--- config.mk ---
export PLATFORM = sky130hd
export DESIGN_NAME = color_transform_blend_unit_core_flat
export DESIGN_NICKNAME = d
export VERILOG_FILES = /design/src/rtl/ctb_pkg.sv /design/src/rtl/ctb_stream_if.sv /design/src/rtl/ctb_xform.sv /design/src/rtl/ctb_prep.sv /design/src/rtl/ctb_div.sv /design/src/rtl/color_transform_blend_unit_core.sv /design/src/flat_wrapper.sv
export SDC_FILE = /design/constraint.sdc
export NUM_CORES = 1
export LEC_CHECK = 0
export BUFFER_PORTS_ARGS = -buffer_cell sky130_fd_sc_hd__buf_2
export CAP_MARGIN = 10
export CORE_MARGIN = 2
export CORE_UTILIZATION = 55
export DETAILED_ROUTE_END_ITERATION = 6
export PLACE_DENSITY = 0.71
export SLEW_MARGIN = 30
export SYNTH_ARGS = -nofsm -noshare
export SYNTH_HDL_FRONTEND = slang
export SYNTH_SLANG_ARGS = --single-unit
export TNS_END_PERCENT = 100
--- constraint.sdc ---
create_clock -name clock -period 8.4 [get_ports clock]
set_input_delay 0.84 -clock clock [delete_from_list [all_inputs] [get_ports clock]]
set_output_delay 0.84 -clock clock [all_outputs]
set_load 0.01 [all_outputs]
--- src/rtl/ctb_pkg.sv ---
// Package for the color transform and blend unit: payload types, mode codes,
// register indexes and pipeline constants. Depends on nothing.
package ctb_pkg;

   localparam int NUM_STAGES = 13;
   localparam int DIV_STAGES = 8;
   localparam int CSR_ADDR_WIDTH = 5;

   localparam logic [7:0] MODE_MULTIPLY = 8'd3;
   localparam logic [7:0] MODE_ADD      = 8'd8;
   localparam logic [7:0] MODE_SUB_A    = 8'd9;
   localparam logic [7:0] MODE_SUB_B    = 8'd70;

   localparam logic [2:0] REG_ADD_RGBA   = 3'd0;
   localparam logic [2:0] REG_MULT_RED   = 3'd1;
   localparam logic [2:0] REG_MULT_GREEN = 3'd2;
   localparam logic [2:0] REG_MULT_BLUE  = 3'd3;
   localparam logic [2:0] REG_MULT_ALPHA = 3'd4;
   localparam logic [2:0] REG_BLEND_MODE = 3'd5;

   // floor(x / 255) == (x * RECIP_255) >> RECIP_SHIFT for every x below 2**18.
   localparam logic [18:0] RECIP_255   = 19'd263173;
   localparam int          RECIP_SHIFT = 26;

   typedef enum logic [1:0] {
      CLS_NORMAL,
      CLS_MULTIPLY,
      CLS_ADD,
      CLS_SUB
   } blend_class_type;

   typedef struct packed {
      logic [7:0] src_red;
      logic [7:0] src_green;
      logic [7:0] src_blue;
      logic [7:0] src_alpha;
      logic [7:0] dst_red;
      logic [7:0] dst_green;
      logic [7:0] dst_blue;
      logic [7:0] dst_alpha;
   } req_payload_type;

   typedef struct packed {
      logic [7:0] out_red;
      logic [7:0] out_green;
      logic [7:0] out_blue;
      logic [7:0] out_alpha;
   } rsp_payload_type;

   // Result that travels next to the divider: either the final pixel, or the
   // alpha of a normal blend whose colors still come out of the divider.
   typedef struct packed {
      logic            use_div;
      logic [3:0][7:0] pix;
   } side_type;

endpackage

--- src/rtl/ctb_stream_if.sv ---
// Valid/ready stream interface used for both pixel channels.
// Depends on nothing; the payload type is given per instance.
interface ctb_stream_if #(parameter type payload_type = logic);
   logic        valid;
   logic        ready;
   payload_type payload;

   modport source (output valid, output payload, input ready);
   modport sink (input valid, input payload, output ready);
endinterface

--- src/rtl/ctb_xform.sv ---
// Color transform stages: Q8.8 multiply plus addend, then rounding and clamp.
// Depends on ctb_pkg.
module ctb_xform
   import ctb_pkg::*;
(
   input  logic                  clock,
   input  logic [1:0]            ld,
   input  req_payload_type       req,
   input  logic [31:0]           add_rgba,
   input  logic [3:0][15:0]      mult,
   output logic [3:0][7:0]       src_ff,
   output logic [3:0][7:0]       dst_ff
);

   logic [3:0][7:0]   src_raw;
   logic [3:0][7:0]   dst_raw;
   logic signed [24:0] v_in [4];
   logic signed [24:0] v_ff [4];
   logic [3:0][7:0]   dst0_ff;
   logic [3:0][7:0]   src_in;
   logic [24:0]       rnd [4];

   always_comb begin
      src_raw = {req.src_alpha, req.src_blue, req.src_green, req.src_red};
      dst_raw = {req.dst_alpha, req.dst_blue, req.dst_green, req.dst_red};
      for (int i = 0; i < 4; i++) begin
         v_in[i] = $signed({17'd0, src_raw[i]}) * $signed({{9{mult[i][15]}}, mult[i]})
                 + $signed({9'd0, add_rgba[8*(3-i) +: 8], 8'd0});
      end
   end

   always_ff @(posedge clock) begin
      if (ld[0]) begin
         v_ff    <= v_in;
         dst0_ff <= dst_raw;
      end
   end

   // Negative sums round toward a value of zero or less and clamp to zero.
   always_comb begin
      for (int i = 0; i < 4; i++) begin
         rnd[i] = {1'b0, v_ff[i][23:0]} + 25'd128;
         if (v_ff[i][24]) begin
            src_in[i] = 8'd0;
         end else if (|rnd[i][24:16]) begin
            src_in[i] = 8'd255;
         end else begin
            src_in[i] = rnd[i][15:8];
         end
      end
   end

   always_ff @(posedge clock) begin
      if (ld[1]) begin
         src_ff <= src_in;
         dst_ff <= dst0_ff;
      end
   end

endmodule

--- src/rtl/ctb_prep.sv ---
// Blend preparation stages: mode products, blend weights, divide-by-255
// reciprocal products and the dividend and divisor for normal blending.
// Depends on ctb_pkg.
module ctb_prep
   import ctb_pkg::*;
(
   input  logic                  clock,
   input  logic [1:0]            ld,
   input  logic [3:0][7:0]       src,
   input  logic [3:0][7:0]       dst,
   input  logic [7:0]            blend_mode,
   output side_type              side,
   output logic [2:0][24:0]      dividend,
   output logic [16:0]           divisor
);

   blend_class_type   cls_in;
   blend_class_type   cls2_ff;
   blend_class_type   cls3_ff;
   logic [7:0]        fac;
   logic [15:0]       sp;
   logic [15:0]       d255;
   logic [2:0][16:0]  n_in;
   logic [2:0][16:0]  n_ff;
   logic [15:0]       sw_in;
   logic [15:0]       dw_in;
   logic [15:0]       sw_ff;
   logic [15:0]       dw_ff;
   logic [3:0][7:0]   src2_ff;
   logic [3:0][7:0]   dst2_ff;
   logic [2:0][23:0]  num_in;
   logic [2:0][23:0]  num_ff;
   logic [15:0]       den_in;
   logic [15:0]       den_ff;
   logic [17:0]       x;
   logic [36:0]       prod;
   logic [3:0][10:0]  qraw_in;
   logic [3:0][10:0]  qraw_ff;
   logic [3:0][7:0]   src3_ff;
   logic [3:0][7:0]   dst3_ff;
   logic [3:0][7:0]   q;

   always_comb begin
      unique case (blend_mode) inside
         MODE_MULTIPLY:          cls_in = CLS_MULTIPLY;
         MODE_ADD:               cls_in = CLS_ADD;
         MODE_SUB_A, MODE_SUB_B: cls_in = CLS_SUB;
         default:                cls_in = CLS_NORMAL;
      endcase
   end

   always_comb begin
      fac  = 8'd0;
      sp   = 16'd0;
      d255 = 16'd0;
      for (int i = 0; i < 3; i++) begin
         fac  = (cls_in == CLS_MULTIPLY) ? dst[i] : src[3];
         sp   = src[i] * fac;
         d255 = {dst[i], 8'd0} - {8'd0, dst[i]};
         case (cls_in)
            CLS_ADD: n_in[i] = {1'b0, d255} + {1'b0, sp};
            CLS_SUB: n_in[i] = (d255 > sp) ? {1'b0, d255 - sp} : 17'd0;
            default: n_in[i] = {1'b0, sp};
         endcase
      end
      sw_in = {src[3], 8'd0} - {8'd0, src[3]};
      dw_in = dst[3] * (8'd255 - src[3]);
   end

   always_ff @(posedge clock) begin
      if (ld[0]) begin
         cls2_ff <= cls_in;
         n_ff    <= n_in;
         sw_ff   <= sw_in;
         dw_ff   <= dw_in;
         src2_ff <= src;
         dst2_ff <= dst;
      end
   end

   // Lanes 0..2 divide the color terms by 255, lane 3 the blend weight sum.
   always_comb begin
      x    = 18'd0;
      prod = 37'd0;
      den_in = sw_ff + dw_ff;
      for (int i = 0; i < 3; i++) begin
         num_in[i] = ({16'd0, dst2_ff[i]} * {8'd0, dw_ff})
                   + ({16'd0, src2_ff[i]} * {8'd0, sw_ff});
      end
      for (int i = 0; i < 4; i++) begin
         x = (i == 3) ? ({2'd0, den_in} + 18'd127) : ({1'b0, n_ff[i % 3]} + 18'd127);
         prod = x * RECIP_255;
         qraw_in[i] = prod[36:RECIP_SHIFT];
      end
   end

   always_ff @(posedge clock) begin
      if (ld[1]) begin
         cls3_ff <= cls2_ff;
         num_ff  <= num_in;
         den_ff  <= den_in;
         qraw_ff <= qraw_in;
         src3_ff <= src2_ff;
         dst3_ff <= dst2_ff;
      end
   end

   always_comb begin
      for (int i = 0; i < 4; i++) begin
         q[i] = (|qraw_ff[i][10:8]) ? 8'd255 : qraw_ff[i][7:0];
      end
      side.use_div = 1'b0;
      side.pix     = {dst3_ff[3], q[2], q[1], q[0]};
      if (cls3_ff == CLS_NORMAL) begin
         if (src3_ff[3] == 8'd0) begin
            side.pix = dst3_ff;
         end else if (src3_ff[3] == 8'd255) begin
            side.pix = src3_ff;
         end else begin
            side.use_div = 1'b1;
            side.pix     = {q[3], 24'd0};
         end
      end
      for (int i = 0; i < 3; i++) begin
         dividend[i] = {num_ff[i], 1'b0} + {9'd0, den_ff};
      end
      divisor = {den_ff, 1'b0};
   end

endmodule

--- src/rtl/ctb_div.sv ---
// Restoring divider for normal blending, one quotient bit per pipeline stage,
// three color lanes sharing one divisor. Depends on ctb_pkg.
module ctb_div
   import ctb_pkg::*;
(
   input  logic                    clock,
   input  logic [DIV_STAGES-1:0]   ld,
   input  logic [2:0][24:0]        dividend,
   input  logic [16:0]             divisor,
   input  side_type                side_in,
   output logic [2:0][7:0]         quo,
   output side_type                side_out
);

   logic [2:0][24:0] rem_ff  [DIV_STAGES];
   logic [2:0][7:0]  quo_ff  [DIV_STAGES];
   logic [16:0]      dvs_ff  [DIV_STAGES];
   side_type         side_ff [DIV_STAGES];

   for (genvar k = 0; k < DIV_STAGES; k++) begin : g_stage
      logic [2:0][24:0] rem_src;
      logic [2:0][7:0]  quo_src;
      logic [16:0]      dvs_src;
      side_type         side_src;
      logic [24:0]      dsh;
      logic [25:0]      trial [3];
      logic [2:0][24:0] rem_in;
      logic [2:0][7:0]  quo_in;

      if (k == 0) begin : g_first
         assign rem_src  = dividend;
         assign quo_src  = '0;
         assign dvs_src  = divisor;
         assign side_src = side_in;
      end else begin : g_next
         assign rem_src  = rem_ff[k-1];
         assign quo_src  = quo_ff[k-1];
         assign dvs_src  = dvs_ff[k-1];
         assign side_src = side_ff[k-1];
      end

      always_comb begin
         dsh = {8'd0, dvs_src} << (DIV_STAGES - 1 - k);
         for (int i = 0; i < 3; i++) begin
            trial[i]  = {1'b0, rem_src[i]} - {1'b0, dsh};
            rem_in[i] = trial[i][25] ? rem_src[i] : trial[i][24:0];
            quo_in[i] = {quo_src[i][6:0], ~trial[i][25]};
         end
      end

      always_ff @(posedge clock) begin
         if (ld[k]) begin
            rem_ff[k]  <= rem_in;
            quo_ff[k]  <= quo_in;
            dvs_ff[k]  <= dvs_src;
            side_ff[k] <= side_src;
         end
      end
   end

   assign quo      = quo_ff[DIV_STAGES-1];
   assign side_out = side_ff[DIV_STAGES-1];

endmodule

--- src/rtl/color_transform_blend_unit_core.sv ---
// Top level of the color transform and blend unit: register port, pipeline
// valid chain and output register. Depends on ctb_pkg, ctb_stream_if,
// ctb_xform, ctb_prep and ctb_div.
//
// Usage: each transfer on req_stream carries one source texel and one
// destination pixel; each transfer on rsp_stream carries exactly one blended
// pixel, in the order the inputs were taken. The source is color transformed
// (Q8.8 multiply, addend, rounding, clamp) and then blended by the mode in
// blend_mode. Registers must be written over the csr_ APB-style port only
// while no pixel is in flight; the block itself does not enforce this, and
// pready is always high. From an input transfer to its result on rsp_stream,
// a pixel passes two transform stages, two blend preparation stages, eight
// stages of the normal-blend divider (one quotient bit each) and the output
// register. Throughput is one pixel per cycle while rsp_stream takes results.
// Every stage has its own valid bit and loads when it is empty or when the
// stage after it moves, so a stalled receiver holds only the output and
// bubbles in the pipe still fill; req_stream.ready drops only when all
// stages hold pixels. Reset clears every valid bit and sets the registers
// to multipliers of 1.0, zero addends and normal blending.
module color_transform_blend_unit_core
   import ctb_pkg::*;
(
   input  logic                      clock,
   input  logic                      reset,
   ctb_stream_if.sink                req_stream,
   ctb_stream_if.source              rsp_stream,
   input  logic                      csr_psel,
   input  logic                      csr_penable,
   input  logic                      csr_pwrite,
   input  logic [CSR_ADDR_WIDTH-1:0] csr_paddr,
   input  logic [31:0]               csr_pwdata,
   output logic [31:0]               csr_prdata,
   output logic                      csr_pready
);

   logic [31:0]         add_rgba_ff;
   logic [3:0][15:0]    mult_ff;
   logic [7:0]          blend_mode_ff;
   logic                csr_write;
   logic [2:0]          csr_index;

   logic [NUM_STAGES-1:0] vld_ff;
   logic [NUM_STAGES-1:0] vld_in;
   logic [NUM_STAGES:0]   rdy;

   logic [3:0][7:0]     src_x;
   logic [3:0][7:0]     dst_x;
   side_type            side_p;
   logic [2:0][24:0]    dividend;
   logic [16:0]         divisor;
   logic [2:0][7:0]     quo;
   side_type            side_d;
   rsp_payload_type     out_in;
   rsp_payload_type     out_ff;

   // Register port. A write lands in the access cycle.
   assign csr_pready = 1'b1;
   assign csr_write  = csr_psel & csr_penable & csr_pwrite;
   assign csr_index  = csr_paddr[CSR_ADDR_WIDTH-1:2];

   always_ff @(posedge clock) begin
      if (reset) begin
         add_rgba_ff   <= 32'd0;
         mult_ff       <= {4{16'd256}};
         blend_mode_ff <= 8'd0;
      end else if (csr_write) begin
         unique case (csr_index)
            REG_ADD_RGBA:   add_rgba_ff   <= csr_pwdata;
            REG_MULT_RED:   mult_ff[0]    <= csr_pwdata[15:0];
            REG_MULT_GREEN: mult_ff[1]    <= csr_pwdata[15:0];
            REG_MULT_BLUE:  mult_ff[2]    <= csr_pwdata[15:0];
            REG_MULT_ALPHA: mult_ff[3]    <= csr_pwdata[15:0];
            REG_BLEND_MODE: blend_mode_ff <= csr_pwdata[7:0];
            default: ;
         endcase
      end
   end

   always_comb begin
      unique case (csr_index)
         REG_ADD_RGBA:   csr_prdata = add_rgba_ff;
         REG_MULT_RED:   csr_prdata = {{16{mult_ff[0][15]}}, mult_ff[0]};
         REG_MULT_GREEN: csr_prdata = {{16{mult_ff[1][15]}}, mult_ff[1]};
         REG_MULT_BLUE:  csr_prdata = {{16{mult_ff[2][15]}}, mult_ff[2]};
         REG_MULT_ALPHA: csr_prdata = {{16{mult_ff[3][15]}}, mult_ff[3]};
         REG_BLEND_MODE: csr_prdata = {24'd0, blend_mode_ff};
         default:        csr_prdata = 32'd0;
      endcase
   end

   // A stage may load when it is empty or when its content moves on.
   always_comb begin
      rdy[NUM_STAGES] = rsp_stream.ready;
      for (int k = NUM_STAGES - 1; k >= 0; k--) begin
         rdy[k] = ~vld_ff[k] | rdy[k+1];
      end
      if (rdy[0]) begin
         vld_in[0] = req_stream.valid;
      end else begin
         vld_in[0] = vld_ff[0];
      end
      for (int k = 1; k < NUM_STAGES; k++) begin
         if (rdy[k]) begin
            vld_in[k] = vld_ff[k-1];
         end else begin
            vld_in[k] = vld_ff[k];
         end
      end
   end

   always_ff @(posedge clock) begin
      if (reset) begin
         vld_ff <= '0;
      end else begin
         vld_ff <= vld_in;
      end
   end

   assign req_stream.ready = rdy[0];

   ctb_xform u_xform (
      .clock    (clock),
      .ld       (rdy[1:0]),
      .req      (req_stream.payload),
      .add_rgba (add_rgba_ff),
      .mult     (mult_ff),
      .src_ff   (src_x),
      .dst_ff   (dst_x)
   );

   ctb_prep u_prep (
      .clock      (clock),
      .ld         (rdy[3:2]),
      .src        (src_x),
      .dst        (dst_x),
      .blend_mode (blend_mode_ff),
      .side       (side_p),
      .dividend   (dividend),
      .divisor    (divisor)
   );

   ctb_div u_div (
      .clock    (clock),
      .ld       (rdy[4 +: DIV_STAGES]),
      .dividend (dividend),
      .divisor  (divisor),
      .side_in  (side_p),
      .quo      (quo),
      .side_out (side_d)
   );

   // Only a partially transparent normal blend takes its colors from the
   // divider; every other case was settled before the divider.
   always_comb begin
      if (side_d.use_div) begin
         out_in = {quo[0], quo[1], quo[2], side_d.pix[3]};
      end else begin
         out_in = {side_d.pix[0], side_d.pix[1], side_d.pix[2], side_d.pix[3]};
      end
   end

   always_ff @(posedge clock) begin
      if (rdy[NUM_STAGES-1]) begin
         out_ff <= out_in;
      end
   end

   assign rsp_stream.valid   = vld_ff[NUM_STAGES-1];
   assign rsp_stream.payload = out_ff;

endmodule

--- src/flat_wrapper.sv ---
// flat-port wrapper written by rule: the top's interface ports become plain ports
module color_transform_blend_unit_core_flat import ctb_pkg::*;
  (clock, reset, csr_psel, csr_penable, csr_pwrite, csr_paddr, csr_pwdata, csr_prdata, csr_pready, req_stream_valid, req_stream_payload, req_stream_ready, rsp_stream_valid, rsp_stream_payload, rsp_stream_ready);
  ctb_stream_if req_stream_i ();
  ctb_stream_if rsp_stream_i ();
  input  logic clock;
  input  logic reset;
  input  logic csr_psel;
  input  logic csr_penable;
  input  logic csr_pwrite;
  input  logic [CSR_ADDR_WIDTH-1:0] csr_paddr;
  input  logic [31:0] csr_pwdata;
  output logic [31:0] csr_prdata;
  output logic csr_pready;
  input wire logic [$bits(req_stream_i.valid)-1:0] req_stream_valid;
  input wire logic [$bits(req_stream_i.payload)-1:0] req_stream_payload;
  output wire logic [$bits(req_stream_i.ready)-1:0] req_stream_ready;
  output wire logic [$bits(rsp_stream_i.valid)-1:0] rsp_stream_valid;
  output wire logic [$bits(rsp_stream_i.payload)-1:0] rsp_stream_payload;
  input wire logic [$bits(rsp_stream_i.ready)-1:0] rsp_stream_ready;
  assign req_stream_i.valid = req_stream_valid;
  assign req_stream_i.payload = req_stream_payload;
  assign req_stream_ready = req_stream_i.ready;
  assign rsp_stream_valid = rsp_stream_i.valid;
  assign rsp_stream_payload = rsp_stream_i.payload;
  assign rsp_stream_i.ready = rsp_stream_ready;
  color_transform_blend_unit_core u_core (.clock(clock), .reset(reset), .req_stream(req_stream_i), .rsp_stream(rsp_stream_i), .csr_psel(csr_psel), .csr_penable(csr_penable), .csr_pwrite(csr_pwrite), .csr_paddr(csr_paddr), .csr_pwdata(csr_pwdata), .csr_prdata(csr_prdata), .csr_pready(csr_pready));
endmodule
==> metrics.md <==
| Metric | Value |
|---|---|
| Die width | `between 100 and 150 um` |
| # IOs | `a little over 80` |
| Status | `completed` |
| Syn_nets | `around 1200` |
| Initial antenna violation count | `0` |
| Number of port buffers | `77` |
| First-pass GRT wire length | `roughly 36000 um` |
| Dpl hpwl | `between 15000 and 20000 um` |
| Worst Setup SP | `u_core.u_prep.sw_ff[0]` |
| RSZ-0062 raised after global routing | `false` |
| CTS tree | `done` |
| Post-CTS Setup Bufs | `0` |
| R2R setup slack | `between 1 and 1.5 ns` |
| Vias per cell | `~5.6` |
| Tightest Pin Transition | `~0.9 ns` |
| Post-route ant nets | `0` |
| Design area | `between 10000 and 15000 um2` |
| Via Count | `about 7800` |
| Seq/Total Area, Yosys | `0.444` |
| Clock root buffer | `clkbuf_16` |
| Slew Limit Fails | `0` |
| Post-synth top cells | `217 x nand2_1, 122 x a21oi_1, 117 x dfxtp_1` |
| Pleak | `~5.0 nW` |
| Capture point of the worst reg-to-reg path | `u_core.u_prep.qraw_ff[41]` |
| Drt total wl | `~22000 um` |
| Achievable Freq | `0.138 GHz` |
| Hold_sp | `u_core.u_prep.src2_ff[27]` |
| Flop pwr share | `0.480` |
| Synth top area cells | `dfxtp_1 23%, edfxtp_1 22%, ha_1 13%, nand2_1 7.9%, a21oi_1 5.9%` |
| Post-synthesis register bit count | `roughly 190` |
| Clock power frac | `0.386` |
| Vias in the first global route | `7400` |
| Hold buffers post-CTS | `0` |
| Critical path peak fanout | `11` |
| Htree depth | `4` |
| Net Switching | `~0.57 mW` |
| Worst Reg2Reg Path Length in Cells | `25` |
| Sum of negative setup slack | `0 ns` |
| Crit Path Category | `reg -> reg` |
| Post-synth EDFFs | `75` |
| Power per cell area | `~180 nW/um2` |
| Hold endpoint | `u_core.u_prep.src3_ff[27]` |
| Initial drt markers | `between 400 and 500` |
| Hold Crit Class | `reg -> reg` |
| Crit-path slowest cell | `or4_4` |
| Final setup vio count | `0` |
| DRC violations left | `0` |
| Fill cells | `~1600` |
| Cell family with most CP delay | `adder cells` |
| CP Buf/Inv Count | `2` |
| Gr ovfl total | `0` |
| Inserted Clock Buffers | `17` |
| Asr flop ratio synth | `0` |
| Critical path's largest stage delay | `~0.57 ns` |
| Slew margin rel. | `0.405` |
| Synth top area share | `0.227` |
| RR Startpoint | `u_core.u_prep.sw_ff[0]` |
| Final Hold Fails | `0` |
| First-pass iteration count of the detailed router | `5` |
| Switching Share | `0.275` |
| Count leader, synth | `nand2_1` |
| Initial core utilization | `0.556` |
| Number of diodes | `0` |
| CTS Buffer Depth | `2` |
| Post-cts resize count | `0` |
| Cell internal pwr | `between 1 and 1.5 mW` |
| Most used cell, CP | `ha_1` |
| Synth Cell Area | `10300 um2` |
| Worst Path Arrival | `approximately 7.4 ns` |
| Layout cells sized above 1 | `0.125` |
| Placed Area | `about 11000 um2` |
| Met2 Resource Use GR | `0.378` |
| Routed WL per cell | `roughly 16 um` |
| DIE AREA | `~20000 um2` |
| Largest net degree at the start of global routing | `~100` |
| Largest area contributor in the netlist | `dfxtp_1` |
| CP Launch Type | `flop` |
| Hold depth | `0` |
| Minimum clock period | `approximately 7.2 ns` |
| Synth Flop Type | `dfxtp_1` |
| GPL Wtd Cong | `roughly 0.82` |
| Core area | `between 15000 and 20000 um2` |
| Logic gate share of total power | `0.134` |
| Worst setup EP type | `flop` |
| Num rows | `50` |
| Syn Inst Count | `1078` |
| Max-capacitance violation count | `0` |
| Nets@finish | `about 1300` |
| Syn_area_per_cell | `9.59 um2` |
| Final Cycle Share | `0.862` |
| CP Data Required Time | `8.58 ns` |
| Met1 Track Usage GR | `0.309` |
| GR peak layer | `met2` |
| Clock tree sinks | `192` |
| Count of cell types in the netlist | `68` |
| Clock transition at path regs | `about 0.070 ns` |
| Chip height | `about 140 um` |
| GR Util met3 | `0.0404` |
| Peak supply drop | `~150 uV` |
| Synth warn | `0` |
| Clk Latency, worst-skew pair | `~0.43 ns` |
| All-Layer GR Usage | `0.227` |
| Clk_skew | `around 0.017 ns` |
| Area Overhead vs Synth | `10.8%` |
==> worst max-delay path by stage <==
stage	to	slack, ns	depth (start not counted)
after floorplan	u_core.u_prep.qraw_ff[41]	1.89	26
after global routing	u_core.u_prep.qraw_ff[41]	0.77	25
after CTS	u_core.u_prep.qraw_ff[41]	1.13	25
after global placement	u_core.u_prep.qraw_ff[41]	1.22	25
final	u_core.u_prep.qraw_ff[41]	1.16	25
after detailed placement	u_core.u_prep.qraw_ff[41]	1.15	25
==> power groups by stage <==
stage	Combinational (mW)	Sequential, mW	Clock (mW)
final	0.276	0.988	0.794
after global placement	0.263	1.01	0
after floorplan	0.198	1.01	0
after detailed placement	0.275	1.01	0
after global routing	0.320	0.990	0.847
after CTS	0.278	0.989	0.812
==> logic make-up (layout without fill, tap and decap cells) <==
family | Yosys count | after routing | share of synthesized area
fa+ha+maj | 117 | 117 | 0.150
xor+xnor | 31 | 31 | 0.0277
other cells | 2 | 2 | 0.000726
compound gates | 213 | 213 | 0.128
mux | 35 | 35 | 0.0454
flops | 192 | 192 | 0.444
buf+inv | 115 | 177 | 0.0443
simple gates | 373 | 373 | 0.160
==> flip-flops by register name (all words and copies together), names as in the netlist <==
register	cells
u_core.add_rgba_ff	32
u_core.u_xform.dst_ff	1
u_core.u_prep.dst3_ff	1
u_core.u_prep.src2_ff	7
u_core.u_prep.dw_ff	8
u_core.u_prep.qraw_ff	3
u_core.blend_mode_ff	8
u_core.u_xform.v_ff	8
u_core.u_prep.cls2_ff	2
u_core.u_prep.cls3_ff	2
u_core.u_xform.dst0_ff	1
u_core.u_prep.sw_ff	16
u_core.u_prep.dst2_ff	1
u_core.u_div.side_ff	8
u_core.u_prep.src3_ff	8
u_core.u_xform.src_ff	8
u_core.rsp_stream.payload	1
u_core.mult_ff	64
u_core.vld_ff	13
==> per-layer routing <==
layer  up-vias  routed length (um)
met5         -                   0
met4         0                 288
met3        18                1020
met2       170               10500
met1      3700               10100
li1       3866                   -
==> final cells by class <==
| type | instances | area (um2) | area share |
|---|---|---|---|
| Sequential cell | 192 | 4590 | 0.401 |
| Multi-Input combinational cell | 771 | 5300 | 0.463 |
| Clock buffer | 17 | 425 | 0.0371 |
| Inverter | 60 | 225 | 0.0197 |
| Timing Repair Buffer | 85 | 452 | 0.0394 |
| Clock inverter | 15 | 165 | 0.0144 |
| Tap cell | 234 | 293 | 0.0256 |
==> metrics by stage <==
stage               hold WS, ns   util  std cells  power, mW  worst slack [ns]
floorplan                 0.400      -       1078       1.21              1.89
global placement          0.402  0.584       1342       1.27              1.22
detailed placement        0.405  0.585       1342       1.29              1.15
CTS                       0.421  0.617       1374       2.08              1.13
global route              0.425  0.617       1374       2.16             0.767
finish                    0.421  0.617       1374       2.06              1.16
==> cell usage in the layout, fill, tap and decap left out, types with 9 or more instances in the layout <==
cell type / Yosys / final
mux2i_1: 21 / 21
clkbuf_16: 0 / 17
nor3_1: 13 / 10
nor2b_1: 14 / 14
and2_1: 8 / 9
inv_1: 60 / 60
dfxtp_1: 117 / 117
fa_1: 11 / 11
nand3_1: 19 / 19
a21oi_1: 122 / 122
xor2_1: 14 / 14
edfxtp_1: 75 / 75
nor2_1: 53 / 53
a21o_1: 26 / 26
xnor2_1: 16 / 16
o21ai_0: 14 / 14
nand2_1: 217 / 217
buf_2: 2 / 76
mux4_2: 9 / 9
ha_1: 106 / 106
Power figures use the tool's default switching activity.
